--- src/rtl/radial_spotlight_luminance_assert.svh ---
// assertion macros for the spotlight luminance block
// used by rtl modules through a plain include, no other dependencies
`ifndef RADIAL_SPOTLIGHT_LUMINANCE_ASSERT_SVH
`define RADIAL_SPOTLIGHT_LUMINANCE_ASSERT_SVH

// same-cycle implication, checked outside reset
`define RSL_ASSERT_IMP(label, clk, rst_n, ante, cons, msg) \
    label: assert property (@(posedge clk) disable iff (!(rst_n)) (ante) |-> (cons)) \
        else $error(msg);

// next-cycle implication, checked outside reset
`define RSL_ASSERT_NXT(label, clk, rst_n, ante, cons, msg) \
    label: assert property (@(posedge clk) disable iff (!(rst_n)) (ante) |=> (cons)) \
        else $error(msg);

`endif

--- src/rtl/rsl_pkg.sv ---
// shared widths, constants and types for the spotlight luminance block
// no dependencies; imported by every rtl module and interface
package rsl_pkg;

    // field widths
    localparam int COORD_W  = 12;
    localparam int CENTER_W = 14;
    localparam int LUM_W    = 16;

    // default largest image dimension; coordinates at or above it saturate
    localparam int MAX_DIMENSION = 4096;

    // distance path widths
    localparam int DIFF_W = CENTER_W + 1;        // signed centre minus coordinate
    localparam int ABS_W  = CENTER_W;            // magnitude of the difference
    localparam int SQ_W   = 2 * ABS_W;
    localparam int D2_W   = SQ_W + 1;

    // distance in Q.8, far limit and slope
    localparam int DIST_FRAC  = 8;
    localparam int FAR_DIST   = 160;
    localparam int SLOPE_DIST = 200;
    localparam logic [D2_W-1:0] FAR_D2 = D2_W'(FAR_DIST * FAR_DIST);
    localparam int NEAR_W = 15;                  // bits of a squared distance below the limit

    // square root of the near squared distance shifted up by 2*DIST_FRAC
    localparam int ROOT_W          = 16;
    localparam int RAD_W           = 2 * ROOT_W;
    localparam int REM_W           = ROOT_W + 2;
    localparam int SQRT_STAGES     = 4;
    localparam int STEPS_PER_STAGE = ROOT_W / SQRT_STAGES;
    localparam logic [ROOT_W-1:0] FAR_LIMIT_Q8 = ROOT_W'(FAR_DIST << DIST_FRAC);

    // scale factor over SLOPE_DEN; far factor of 0.2 written over the same denominator
    localparam int FACTOR_W = 16;
    localparam logic [FACTOR_W-1:0] SLOPE_DEN  = FACTOR_W'(SLOPE_DIST << DIST_FRAC);
    localparam logic [FACTOR_W-1:0] FAR_FACTOR = FACTOR_W'((SLOPE_DIST << DIST_FRAC) / 5);

    // division by SLOPE_DEN = 2^11 * 25: shift, then reciprocal multiply by 25
    localparam int PROD_W    = LUM_W + FACTOR_W;
    localparam int DEN_SHIFT = 11;
    localparam int Q_W       = PROD_W - DEN_SHIFT;
    localparam int DIV       = 25;
    localparam int RECIP_K   = 26;
    localparam int RECIP_W   = 22;
    localparam logic [RECIP_W-1:0] RECIP_M = RECIP_W'((2**RECIP_K) / DIV);
    localparam int EST_W     = Q_W + RECIP_W;

    // register map
    localparam int PADDR_W = 3;
    localparam int PDATA_W = 32;
    localparam int REG_SEL = 2;

    typedef enum logic {
        REG_CENTER_COLUMN = 1'b0,
        REG_CENTER_ROW    = 1'b1
    } t_reg_idx;

    // spotlight centre handed from the register block to the datapath
    typedef struct packed {
        logic signed [CENTER_W-1:0] center_column;
        logic signed [CENTER_W-1:0] center_row;
    } t_centre;

endpackage

--- src/rtl/rsl_apb_regs.sv ---
// apb register block holding the spotlight centre
// depends on rsl_pkg for the register map and the centre struct
module rsl_apb_regs
    import rsl_pkg::*;
(
    input  logic               i_clk,
    input  logic               i_rst_n,
    input  logic               psel,
    input  logic               penable,
    input  logic               pwrite,
    input  logic [PADDR_W-1:0] paddr,
    input  logic [PDATA_W-1:0] pwdata,
    output logic [PDATA_W-1:0] prdata,
    output logic               pready,
    output t_centre            o_centre
);

    t_centre  r_centre;
    t_reg_idx w_idx;
    logic     w_wr;

    assign pready   = 1'b1;
    assign w_idx    = t_reg_idx'(paddr[REG_SEL]);
    assign w_wr     = psel && penable && pwrite;
    assign o_centre = r_centre;

    // register writes
    always_ff @(posedge i_clk) begin
        if (!i_rst_n) begin
            r_centre <= '0;
        end else if (w_wr) begin
            unique case (w_idx)
                REG_CENTER_COLUMN: r_centre.center_column <= pwdata[CENTER_W-1:0];
                REG_CENTER_ROW:    r_centre.center_row    <= pwdata[CENTER_W-1:0];
                default: ;
            endcase
        end
    end

    // read back, sign extended
    always_comb begin
        unique case (w_idx)
            REG_CENTER_COLUMN: prdata = PDATA_W'(r_centre.center_column);
            REG_CENTER_ROW:    prdata = PDATA_W'(r_centre.center_row);
            default:           prdata = '0;
        endcase
    end

endmodule

--- config.mk ---
export PLATFORM = sky130hd
export DESIGN_NAME = rsl_apb_regs
export DESIGN_NICKNAME = d
export VERILOG_FILES = /design/src/rtl/radial_spotlight_luminance_assert.svh /design/src/rtl/rsl_pkg.sv /design/src/rtl/rsl_apb_regs.sv
export SDC_FILE = /design/constraint.sdc
export NUM_CORES = 1
export LEC_CHECK = 0
export ABC_AREA = 1
export BUFFER_PORTS_ARGS = -buffer_cell sky130_fd_sc_hd__buf_2
export CELL_PAD_IN_SITES_DETAIL_PLACEMENT = 0
export CELL_PAD_IN_SITES_GLOBAL_PLACEMENT = 1
export CORE_MARGIN = 8
export CORE_UTILIZATION = 27
export DETAILED_ROUTE_END_ITERATION = 8
export PLACE_DENSITY_LB_ADDON = 0.08
export REMOVE_ABC_BUFFERS = 1
export SLEW_MARGIN = 20
export SYNTH_ARGS = -nofsm -noshare
export SYNTH_HDL_FRONTEND = slang
export SYNTH_SLANG_ARGS = --single-unit
--- constraint.sdc ---
create_clock -name i_clk -period 1.55 [get_ports i_clk]
set_input_delay 0.31 -clock i_clk [delete_from_list [all_inputs] [get_ports i_clk]]
set_output_delay 0.31 -clock i_clk [all_outputs]
set_load 0.05 [all_outputs]
==> summary.txt <==
Status: finished, final reports clean
Filler Cell Count: 677
Non-filler cells, final: 371
Sequential cell area: 561 um^2
Ranking of synthesized cells by area: dfxtp_1 36%, nand2_1 17%, nor2_1 12%, buf_4 10%, nand3_1 7.0%
Hold EP: o_centre[11]$_SDFFE_PN0P_
RSZ-0062 raised after global routing: true
Layout area overhead: 27.8%
Vias in the first global route: 1457
CTS Hold Buffers Added: 0
Crit start category: register
CTS tree: yes
Min-delay worst type: input pin to register
Mapped Avg Cell Area: 6.68 um^2
Io pins: 101
Max Freq: 667 MHz
Pwr Total: 1.70 mW
FF-to-FF path depth: 2
Reg2Reg Capture Point: o_centre[20]$_SDFFE_PN0P_
DP HPWL: 3380 um
Fin nets: 337
GRT Total Usage: 10.7%
Fin Setup TNS: 0 ns
Root Driver: clkbuf_8
Clock transition at the registers of the reported paths: 0.10 ns
R2r setup slk: 0.94 ns
Post-synthesis simple-gate area fraction: 44.8%
Core box area: 0.00578 mm^2
Setup crit end kind: output port
DR vias/cell: 4.09
First DRT Iteration DRCs: 43
Worst r2r src: o_centre[20]$_SDFFE_PN0P_
Power Dens Cells: 842 mW/mm^2
EDFF count, synth: 0
WL/cell: 12.6 um
# clock sinks: 28
Initial antenna violation count: 0
Die span in x: 92.4 um
Via count: 1518
Final wirelength: 4680 um
Ys flop type: dfxtp_1
CP Class: register to output port
Max Transition Viols Final: 0
Clock H-tree levels: 1
Post-Synth Adder-Cell Area: 0%
Post-synth top area share: 35.6%
HP Start: pwdata[11]
Yosys reg bits: 28
Largest net degree at the start of global routing: 29
Max cap viols: 0
CTS Buffer Depth: 2
Synth Area in Compound Gates: 0%
Hold Path Stages: 5
Share of cells above drive strength 1: 37.2%
Max reg flops: 28
Post-Synthesis Cell Area: 0.00158 mm^2
Leakage: 1.10 nW
Residual DRC: 0
Commonest cells in the netlist: 71 x nand2_1, 50 x nor2_1, 28 x dfxtp_1
Die height: 92.4 um
Minimum clock period: 1.50 ns
Xor-xnor portion of the synthesized cell area: 0%
Worst clock skew: 0 ns
CP required: 1.24 ns
Most numerous cell in the Yosys netlist: nand2_1
Headroom to the max-slew limit: 62.8%
TritonCTS Buffers: 3
Antenna cells: 0
1st-pass router iterations: 4
Seq/Total Area, Yosys: 35.6%
Setup Viol. Count Final: 0
Post-Synthesis Cells: 236
Multi-input logic area: 709 um^2
Maximum vdd drop: 0.531 mV
Initial Utilization: 27.3%
Worst-path fanout max: 19
Routability Congestion: 0.653
First-pass GRT wire length: 7560 um
Yosys cell types: 13
Die ar.: 0.00854 mm^2
Ys async rst share: 0%
Slew @ Worst Pin: 0.558 ns
Port bufs: 79
DRT antenna net count: 0
DP Cell Count: 367
Main combinational cell family by area after synthesis: simple AND/OR/NAND/NOR gates
Post-synthesis mux area share: 0%
Synth area leader: dfxtp_1
Skew-Pair Late Insertion Delay: 0.27 ns
Placement Setup Slack: 0.0869 ns
YS warnings: 0
WP data arrival: 1.19 ns
Final hold vios: 0
Grt ovf: 0
Final Worst Setup Slack: 0.0508 ns
Row cnt: 28
Period utilisation layout: 96.7%
-- report_power, final --
| part | switching, mW | leakage [nW] | total (mW) | internal [mW] |
|---|---|---|---|---|
| sequential | 0.0181 | 0.228 | 0.763 | 0.744 |
| combinational | 0.351 | 0.845 | 0.474 | 0.124 |
| clock | 0.232 | 0.0288 | 0.460 | 0.227 |
| total | 0.601 | 1.10 | 1.70 | 1.10 |
-- layout by cell type (no fill, tap or decap) --
cell and instances:
nor2_4 3, clkbuf_8 4, buf_12 2, nand2_1 71, buf_4 11, dfxtp_1 28
nand3_2 7, buf_2 60, conb_1 1, inv_2 2, clkbuf_4 15, nor2_2 6
nor2_1 50, inv_1 14, nand3_1 22
-- per-layer routing --
metal | vias to the layer above | wire, um | track usage (%)
met3 | 2 | 275 | 3.32
met4 | 0 | 27 | 1.74
met2 | 33 | 2260 | 18.5
met1 | 675 | 2120 | 12.8
li1 | 808 | - | -
met5 | - | 0 | 0
-- what timing repair did --
item,4_1_cts,5_1_grt
endpoints found under the setup margin,0,19
hold endpoints to repair,0,0
gates resized for setup,0,23
buffers inserted,0,0
-- kinds of logic after synthesis --
logic type | after synthesis
AND/OR/NAND/NOR | 159
buffers and inverters | 48
flip-flops | 28
other | 1
-- final cells by class --
| type | count | area share [%] |
|---|---|---|
| Multi-Input combinational cell | 160 | 35.2 |
| Timing Repair Buffer | 88 | 26.6 |
| Sequential cell | 28 | 27.8 |
| Tap cell | 75 | 4.66 |
| Inverter | 16 | 2.98 |
| Clock buffer | 4 | 2.73 |
-- worst max path at each step --
| stage | from | endpoint | slack [ns] | cells past startpoint |
|---|---|---|---|---|
| after global routing | o_centre[13]$_SDFFE_PN0P_ | prdata[20] | -0.04 | 4 |
| after global placement | paddr[2] | prdata[6] | 0.08 | 5 |
| after floorplan | o_centre[27]$_SDFFE_PN0P_ | prdata[13] | -5.41 | 2 |
| after detailed placement | paddr[2] | prdata[3] | 0.09 | 6 |
| final | o_centre[13]$_SDFFE_PN0P_ | prdata[17] | 0.05 | 4 |
| after CTS | o_centre[13]$_SDFFE_PN0P_ | prdata[15] | 0.0003 | 4 |
-- through the flow --
stage / cell area (um^2) / hold WS [ns] / util [%]
2_1_floorplan: 1330 / 0.431 / -
3_3_place_gp: 1910 / 0.489 / 33.1
3_5_place_dp: 1910 / 0.492 / 33.1
4_1_cts: 1970 / 0.346 / 34.0
5_1_grt: 2010 / 0.362 / 34.8
6_report: 2010 / 0.353 / 34.8
-- worst max-delay path, stage by stage, from the launching register on --
cell      delay, ns
dfxtp_1        0.37
nand2_1        0.06
nand2_1        0.10
buf_12         0.14
clkbuf_4       0.23
Note: power is estimated with default switching activity, not from simulation.
