**src/rtl/radial_spotlight_luminance_assert.svh**
```systemverilog
// assertion macros for the spotlight luminance block
// used by rtl modules through a plain include, no other dependencies
`ifndef RADIAL_SPOTLIGHT_LUMINANCE_ASSERT_SVH
`define RADIAL_SPOTLIGHT_LUMINANCE_ASSERT_SVH

// same-cycle implication, checked outside reset
`define RSL_ASSERT_IMP(label, clk, rst_n, ante, cons, msg) \
    label: assert property (@(posedge clk) disable iff (!(rst_n)) (ante) |-> (cons)) \
        else $error(msg);

// next-cycle implication, checked outside reset
`define RSL_ASSERT_NXT(label, clk, rst_n, ante, cons, msg) \
    label: assert property (@(posedge clk) disable iff (!(rst_n)) (ante) |=> (cons)) \
        else $error(msg);

`endif

```
**src/rtl/rsl_pkg.sv**
```systemverilog
// shared widths, constants and types for the spotlight luminance block
// no dependencies; imported by every rtl module and interface
package rsl_pkg;

    // field widths
    localparam int COORD_W  = 12;
    localparam int CENTER_W = 14;
    localparam int LUM_W    = 16;

    // default largest image dimension; coordinates at or above it saturate
    localparam int MAX_DIMENSION = 4096;

    // distance path widths
    localparam int DIFF_W = CENTER_W + 1;        // signed centre minus coordinate
    localparam int ABS_W  = CENTER_W;            // magnitude of the difference
    localparam int SQ_W   = 2 * ABS_W;
    localparam int D2_W   = SQ_W + 1;

    // distance in Q.8, far limit and slope
    localparam int DIST_FRAC  = 8;
    localparam int FAR_DIST   = 160;
    localparam int SLOPE_DIST = 200;
    localparam logic [D2_W-1:0] FAR_D2 = D2_W'(FAR_DIST * FAR_DIST);
    localparam int NEAR_W = 15;                  // bits of a squared distance below the limit

    // square root of the near squared distance shifted up by 2*DIST_FRAC
    localparam int ROOT_W          = 16;
    localparam int RAD_W           = 2 * ROOT_W;
    localparam int REM_W           = ROOT_W + 2;
    localparam int SQRT_STAGES     = 4;
    localparam int STEPS_PER_STAGE = ROOT_W / SQRT_STAGES;
    localparam logic [ROOT_W-1:0] FAR_LIMIT_Q8 = ROOT_W'(FAR_DIST << DIST_FRAC);

    // scale factor over SLOPE_DEN; far factor of 0.2 written over the same denominator
    localparam int FACTOR_W = 16;
    localparam logic [FACTOR_W-1:0] SLOPE_DEN  = FACTOR_W'(SLOPE_DIST << DIST_FRAC);
    localparam logic [FACTOR_W-1:0] FAR_FACTOR = FACTOR_W'((SLOPE_DIST << DIST_FRAC) / 5);

    // division by SLOPE_DEN = 2^11 * 25: shift, then reciprocal multiply by 25
    localparam int PROD_W    = LUM_W + FACTOR_W;
    localparam int DEN_SHIFT = 11;
    localparam int Q_W       = PROD_W - DEN_SHIFT;
    localparam int DIV       = 25;
    localparam int RECIP_K   = 26;
    localparam int RECIP_W   = 22;
    localparam logic [RECIP_W-1:0] RECIP_M = RECIP_W'((2**RECIP_K) / DIV);
    localparam int EST_W     = Q_W + RECIP_W;

    // register map
    localparam int PADDR_W = 3;
    localparam int PDATA_W = 32;
    localparam int REG_SEL = 2;

    typedef enum logic {
        REG_CENTER_COLUMN = 1'b0,
        REG_CENTER_ROW    = 1'b1
    } t_reg_idx;

    // spotlight centre handed from the register block to the datapath
    typedef struct packed {
        logic signed [CENTER_W-1:0] center_column;
        logic signed [CENTER_W-1:0] center_row;
    } t_centre;

endpackage

```
**src/rtl/rsl_sqrt_step.sv**
```systemverilog
// STEPS_PER_STAGE digit steps of a restoring integer square root, two radicand bits a step
// depends on rsl_pkg for widths and the step count
module rsl_sqrt_step
    import rsl_pkg::*;
(
    input  logic [ROOT_W-1:0] i_root,
    input  logic [REM_W-1:0]  i_rem,
    input  logic [RAD_W-1:0]  i_rad,
    output logic [ROOT_W-1:0] o_root,
    output logic [REM_W-1:0]  o_rem,
    output logic [RAD_W-1:0]  o_rad
);

    always_comb begin
        logic [ROOT_W-1:0]  root_v;
        logic [REM_W-1:0]   rem_v;
        logic [RAD_W-1:0]   rad_v;
        logic [REM_W+1:0]   cur;
        logic [REM_W+1:0]   trial;
        root_v = i_root;
        rem_v  = i_rem;
        rad_v  = i_rad;
        for (int s = 0; s < STEPS_PER_STAGE; s++) begin
            // bring down the next pair and try the next root bit
            cur   = {rem_v, rad_v[RAD_W-1 -: 2]};
            trial = (REM_W + 2)'({root_v, 2'b01});
            if (cur >= trial) begin
                rem_v  = REM_W'(cur - trial);
                root_v = {root_v[ROOT_W-2:0], 1'b1};
            end else begin
                rem_v  = REM_W'(cur);
                root_v = {root_v[ROOT_W-2:0], 1'b0};
            end
            rad_v = {rad_v[RAD_W-3:0], 2'b00};
        end
        o_root = root_v;
        o_rem  = rem_v;
        o_rad  = rad_v;
    end

endmodule

```
**config.mk**
```make
export PLATFORM = sky130hd
export DESIGN_NAME = rsl_sqrt_step
export DESIGN_NICKNAME = d
export VERILOG_FILES = /design/src/rtl/radial_spotlight_luminance_assert.svh /design/src/rtl/rsl_pkg.sv /design/src/rtl/rsl_sqrt_step.sv
export SDC_FILE = /design/constraint.sdc
export NUM_CORES = 1
export LEC_CHECK = 0
export ABC_CLOCK_PERIOD_IN_PS = 12400
export BUFFER_PORTS_ARGS = -buffer_cell sky130_fd_sc_hd__buf_2
export CORE_UTILIZATION = 25
export DETAILED_ROUTE_END_ITERATION = 8
export GPL_TIMING_DRIVEN = 0
export PLACE_DENSITY = 0.44
export SLEW_MARGIN = 20
export SYNTH_ARGS = -nofsm -noshare
export SYNTH_HDL_FRONTEND = slang
export SYNTH_SLANG_ARGS = --single-unit
```
**constraint.sdc**
```tcl
create_clock -name vclk -period 12.4
set_input_delay 1.24 -clock vclk [all_inputs]
set_output_delay 1.24 -clock vclk [all_outputs]
set_load 0.05 [all_outputs]
```
==> results.md, run 1 <==
- Crit start category: primary input
- # IOs: 132
- Crit-path slowest cell: or4_4
- Count of final hold-check violations: 0
- Synth warn: 0
- Port Buffer Count: 100
- Gpl congestion: 0.8541
- Slew Viols, Final: 0
- Crit path to: o_rem[5]
- Layout cells sized above 1: 39.65%
- Core Util, Final: 38.59%
- Worst-Margin Slew: 585.2 ps
- Worst Path Required: 11160 ps
- Core Region: 18960 um2
- Hold-fix buffers, CTS: 0
- CP Max Fanout: 8
- F_max: 83.18 MHz
- Die Y: 141.9 um
- Worst setup EP type: output port
- # clk buffers: 0
- Crit path top cell by count: nand2_1
- Crit path largest cell delay: 530 ps
- Total of max-cap violations: 0
- WL/cell: 16.21 um
- Die Wd: 141.9 um
- WS Path Type: in2out
- Synthesized cell area: 4891 um2
- Register area: 0 um2
- Post-layout min period: 12020 ps
- Largest net degree at the start of global routing: 13
- Post-DP HPWL: 14.63 mm
- DRC viols: 0
- Synthesized instance count: 724
- Hold WC Path Type: in2out
- Non-filler cells, final: 1178
- Final setup viols: 0
- WP data arrival: 10780 ps
- Diode count: 0
- Floorplan row count: 50
- Final ANT Viol Nets: 0
- Synth cell types: 71
- Syn-to-layout area delta: 49.58%
- Post-Syn Area per Cell: 6.755 um2
- Routed via count: 5887
- Initial Utilization: 25.80%
- Drt total wl: 19.09 mm
- Sequential share of the synthesized area: 0%
- Relative slew margins: 60.48%
- First-pass GRT wire length: 28.08 mm
- Placed Cells incl. Taps: 1091
- Number of sequential cells: 0
- DIE AREA: 20130 um2
- Vias in the first global route: 5271
- Final net count: 1058
- Mean number of vias per cell: 4.997
- DR iter-0 viols: 356
- DRT Pass-1 Iters: 5
- Total gr overflow: 0
- Outcome: complete, no violations
- GRT Total Usage: 17.60%
- Setup crit start: i_root[11]
- Initial antenna violation count: 0
- Final period util: 96.95%
[critical path: cells and delay by family]
family          cells  cell delay, ps
buf+inv            13            1930
simple gates       17            3130
xor+xnor            1             120
fa+ha+maj           4            1140
mux                 2             620
compound gates     12            2560
[per-stage QoR]
step	TNS [ps]	instance area (um2)	hold slack (ps)	worst slack (ps)
after floorplan	0	5006	2647	39.11
after global placement	-56920	5832	2782	-3164
after detailed placement	-53530	5832	2782	-2976
after CTS	-12.14	6649	2782	-12.14
after global routing	-1136	7316	2784	-103.4
final	0	7316	2782	378.3
[per-layer routing]
metal / track usage (%) / up-vias / share of wire [%]
li1: - / 2987 / -
met1: 24.29 / 2706 / 48
met2: 29.40 / 172 / 46
met3: 1.586 / 22 / 4.3
met4: 4.018 / 0 / 2.3
met5: 0 / - / 0
[cells in the final DEF, fill, tap and decap left out, drive strengths merged, types with 17 or more instances in the layout]
| cell type | netlist | routed |
|---|---|---|
| xnor2 | 43 | 43 |
| inv | 55 | 51 |
| a21oi | 67 | 67 |
| nor2 | 50 | 50 |
| buf | 53 | 242 |
| nand2 | 73 | 73 |
| mux2 | 17 | 17 |
| a21o | 24 | 24 |
| o21ai | 47 | 47 |
| nand3 | 22 | 22 |
| ha | 72 | 72 |
[cells in the mapped netlist (3+ instances only)]
library cell,instances,share of area (%)
nand2_1,73,5.6
o21bai_1,11,1.7
or3_1,7,0.90
buf_4,44,6.8
nor2_1,50,3.8
a31o_2,3,0.54
a31oi_1,7,0.90
mux2_2,16,3.7
o31ai_1,13,2.0
nor2b_1,4,0.51
buf_2,6,0.61
o22ai_1,3,0.38
nor4_1,5,0.64
buf_1,3,0.23
inv_1,53,4.1
o21a_1,9,1.4
xor2_1,14,2.5
and3_1,10,1.3
a21o_1,24,3.7
nand2b_1,10,1.3
nor3_1,12,1.2
o311ai_0,3,0.54
a21oi_1,66,6.8
nand4_1,7,0.90
a21boi_0,4,0.61
xnor2_1,43,7.7
o21ai_0,45,4.6
o211ai_1,5,0.77
mux2i_1,5,1.0
o211a_1,4,0.82
nand3_1,22,2.3
clkbuf_1,9,0.69
a211oi_1,8,1.2
ha_1,72,18
a2111oi_0,3,0.54
and2_1,6,0.77
[cell families (layout without fill, tap and decap cells)]
logic type	Yosys count	after routing	share of synthesized area, %
AND/OR/NAND/NOR	217	217	21.08
other	1	8	0.07667
AO/OA/AOI/OAI	237	237	32.69
XOR/XNOR	57	57	10.21
adder cells (fa/ha/maj)	72	72	18.42
buffers and inverters	118	305	12.59
multiplexers	22	22	4.937
[worst min-delay path by stage]
stage	slack, ps	from	to	depth (start not counted)
after global placement	2780	i_rad[18]	o_rad[26]	2
after floorplan	2650	i_rad[2]	o_rad[10]	1
after detailed placement	2780	i_rad[18]	o_rad[26]	2
final	2780	i_rad[7]	o_rad[15]	2
after CTS	2780	i_rad[18]	o_rad[26]	2
after global routing	2780	i_rad[11]	o_rad[19]	2
[what timing repair did]
item,in CTS,in global routing
setup buffers,46,42
setup endpoints to repair,19,19
pin swaps,31,37
cloned,0,3
resized for setup,109,59
[cell type report]
class | count | area [um2]
Fill cell | 2030 | 11640
Buffer | 58 | 524.3
Tap cell | 260 | 325.3
Inverter | 56 | 227.7
Timing Repair Buffer | 191 | 1300
Multi-Input combinational cell | 613 | 4938
Power of run 1 is not shown: default switching activity piles up to over one toggle a cycle in this logic, so the estimate is an artifact.
==> inputs of run 2 (changes only) <==
- PLACE_DENSITY: 0.44 -> 0.51
==> run 2 against run 1 <==
Compared with the run above: core utilization increased by 0.46 points; design area increased by 1.2%; critical path depth increased by 3; setup slack got worse by 160 ps; first-iteration DRC count increased by 8.7%; largest cell class unchanged.
==> results.md, run 2 (synthesis gave the netlist of run 1 again) <==
- Crit path largest cell delay: 550 ps
- Outcome: complete, no violations
- Port Buffer Count: 100
- Hold Path Cell Cnt: 2
- WL/cell: 15.89 um
- Mean number of vias per cell: 5.054
- Syn-to-layout area delta: 51.37%
- Initial Utilization: 25.80%
- Final setup viols: 0
- F_max: 82.07 MHz
- Largest net degree at the start of global routing: 13
- Vias in the first global route: 5191
- Routed via count: 5918
- Floorplan row count: 50
- Count of final hold-check violations: 0
- DIE AREA: 20130 um2
- DRC viols: 0
- Worst Path Required: 11160 ps
- GRT Total Usage: 16.83%
- Relative slew margins: 57.20%
- Worst setup EP type: output port
- Die Y: 141.9 um
- # IOs: 132
- DR iter-0 viols: 387
- Final net count: 1051
- Core Region: 18960 um2
- WP data arrival: 10950 ps
- Diode count: 0
- Number of sequential cells: 0
- Register area: 0 um2
- CP Max Fanout: 6
- Total of max-cap violations: 0
- DRT Pass-1 Iters: 5
- Final setup margin: 214.9 ps
- Crit path top cell by count: buf_4
- Die Wd: 141.9 um
- Post-layout min period: 12190 ps
- Crit start category: primary input
- Slew Viols, Final: 0
- Hold-fix buffers, CTS: 0
- Layout cells sized above 1: 41.16%
- First-pass GRT wire length: 27.01 mm
- Initial antenna violation count: 0
- Worst-Margin Slew: 633.8 ps
- Post-Place Setup Slack: -2666 ps
- Placed Cells incl. Taps: 1091
- Commonest non-fill, non-tap cells in the layout: 124 x buf_4, 87 x buf_2, 66 x nand2_1, 50 x ha_1, 48 x inv_1
- WS Path Type: in2out
- # clk buffers: 0
- Total gr overflow: 0
- WHS: 2781 ps
- Final ANT Viol Nets: 0
- Gpl congestion: 0.8653
- Final period util: 98.27%
- Post-DP HPWL: 14.04 mm
- Hold WC Path Type: in2out
- Crit-path slowest cell: or4_4
- Drt total wl: 18.60 mm
- Non-filler cells, final: 1171
- Commonest non-fill, non-tap cell in the layout: buf_4
[run 2: critical path: cells and delay by family]
kind | cells | cell delay [ps]
buffers and inverters | 24 | 3360
muxes | 2 | 620
and+or+nand+nor | 13 | 2910
adders and majority gates | 3 | 1020
AOI/OAI and AO/OA | 10 | 1740
[run 2: worst paths after layout]
path,startpoint,end,slack [ps]
max,i_root[5],o_rem[5],210
min,i_rad[16],o_rad[24],2780
[run 2: metrics by stage]
step           utilization [%]  setup TNS (ps)  area (um2)
6_report                 39.06               0        7403
5_1_grt                  39.06           -1149        7403
4_1_cts                  34.29               0        6500
3_5_place_dp             30.77          -47900        5832
3_3_place_gp             30.77          -50510        5832
2_1_floorplan                -               0        5006
[run 2: cell type report]
| cell class | instances | area (um2) |
|---|---|---|
| inverters | 56 | 229.0 |
| multi-input cells | 613 | 5056 |
| repair buffers | 184 | 1269 |
| plain buffers | 58 | 524.3 |
| fillers | 1933 | 11550 |
| well taps | 260 | 325.3 |
[run 2: timing repair]
| item | in CTS | in global routing |
|---|---|---|
| gates resized for setup | 89 | 121 |
| gates cloned | 0 | 4 |
| hold endpoints to repair | 0 | 0 |
| pin swaps | 15 | 41 |
| setup endpoints to repair | 19 | 19 |
| setup buffers | 42 | 38 |
[run 2: per-layer routing]
layer / vias to the layer above / share of wire, % / global-route usage [%]
met5: - / 0 / 0
met4: 0 / 2.2 / 2.773
met3: 25 / 4.5 / 1.451
met2: 206 / 47 / 29.76
met1: 2708 / 46 / 22.36
li1: 2979 / - / -
Power of run 2 is left out for the same reason.
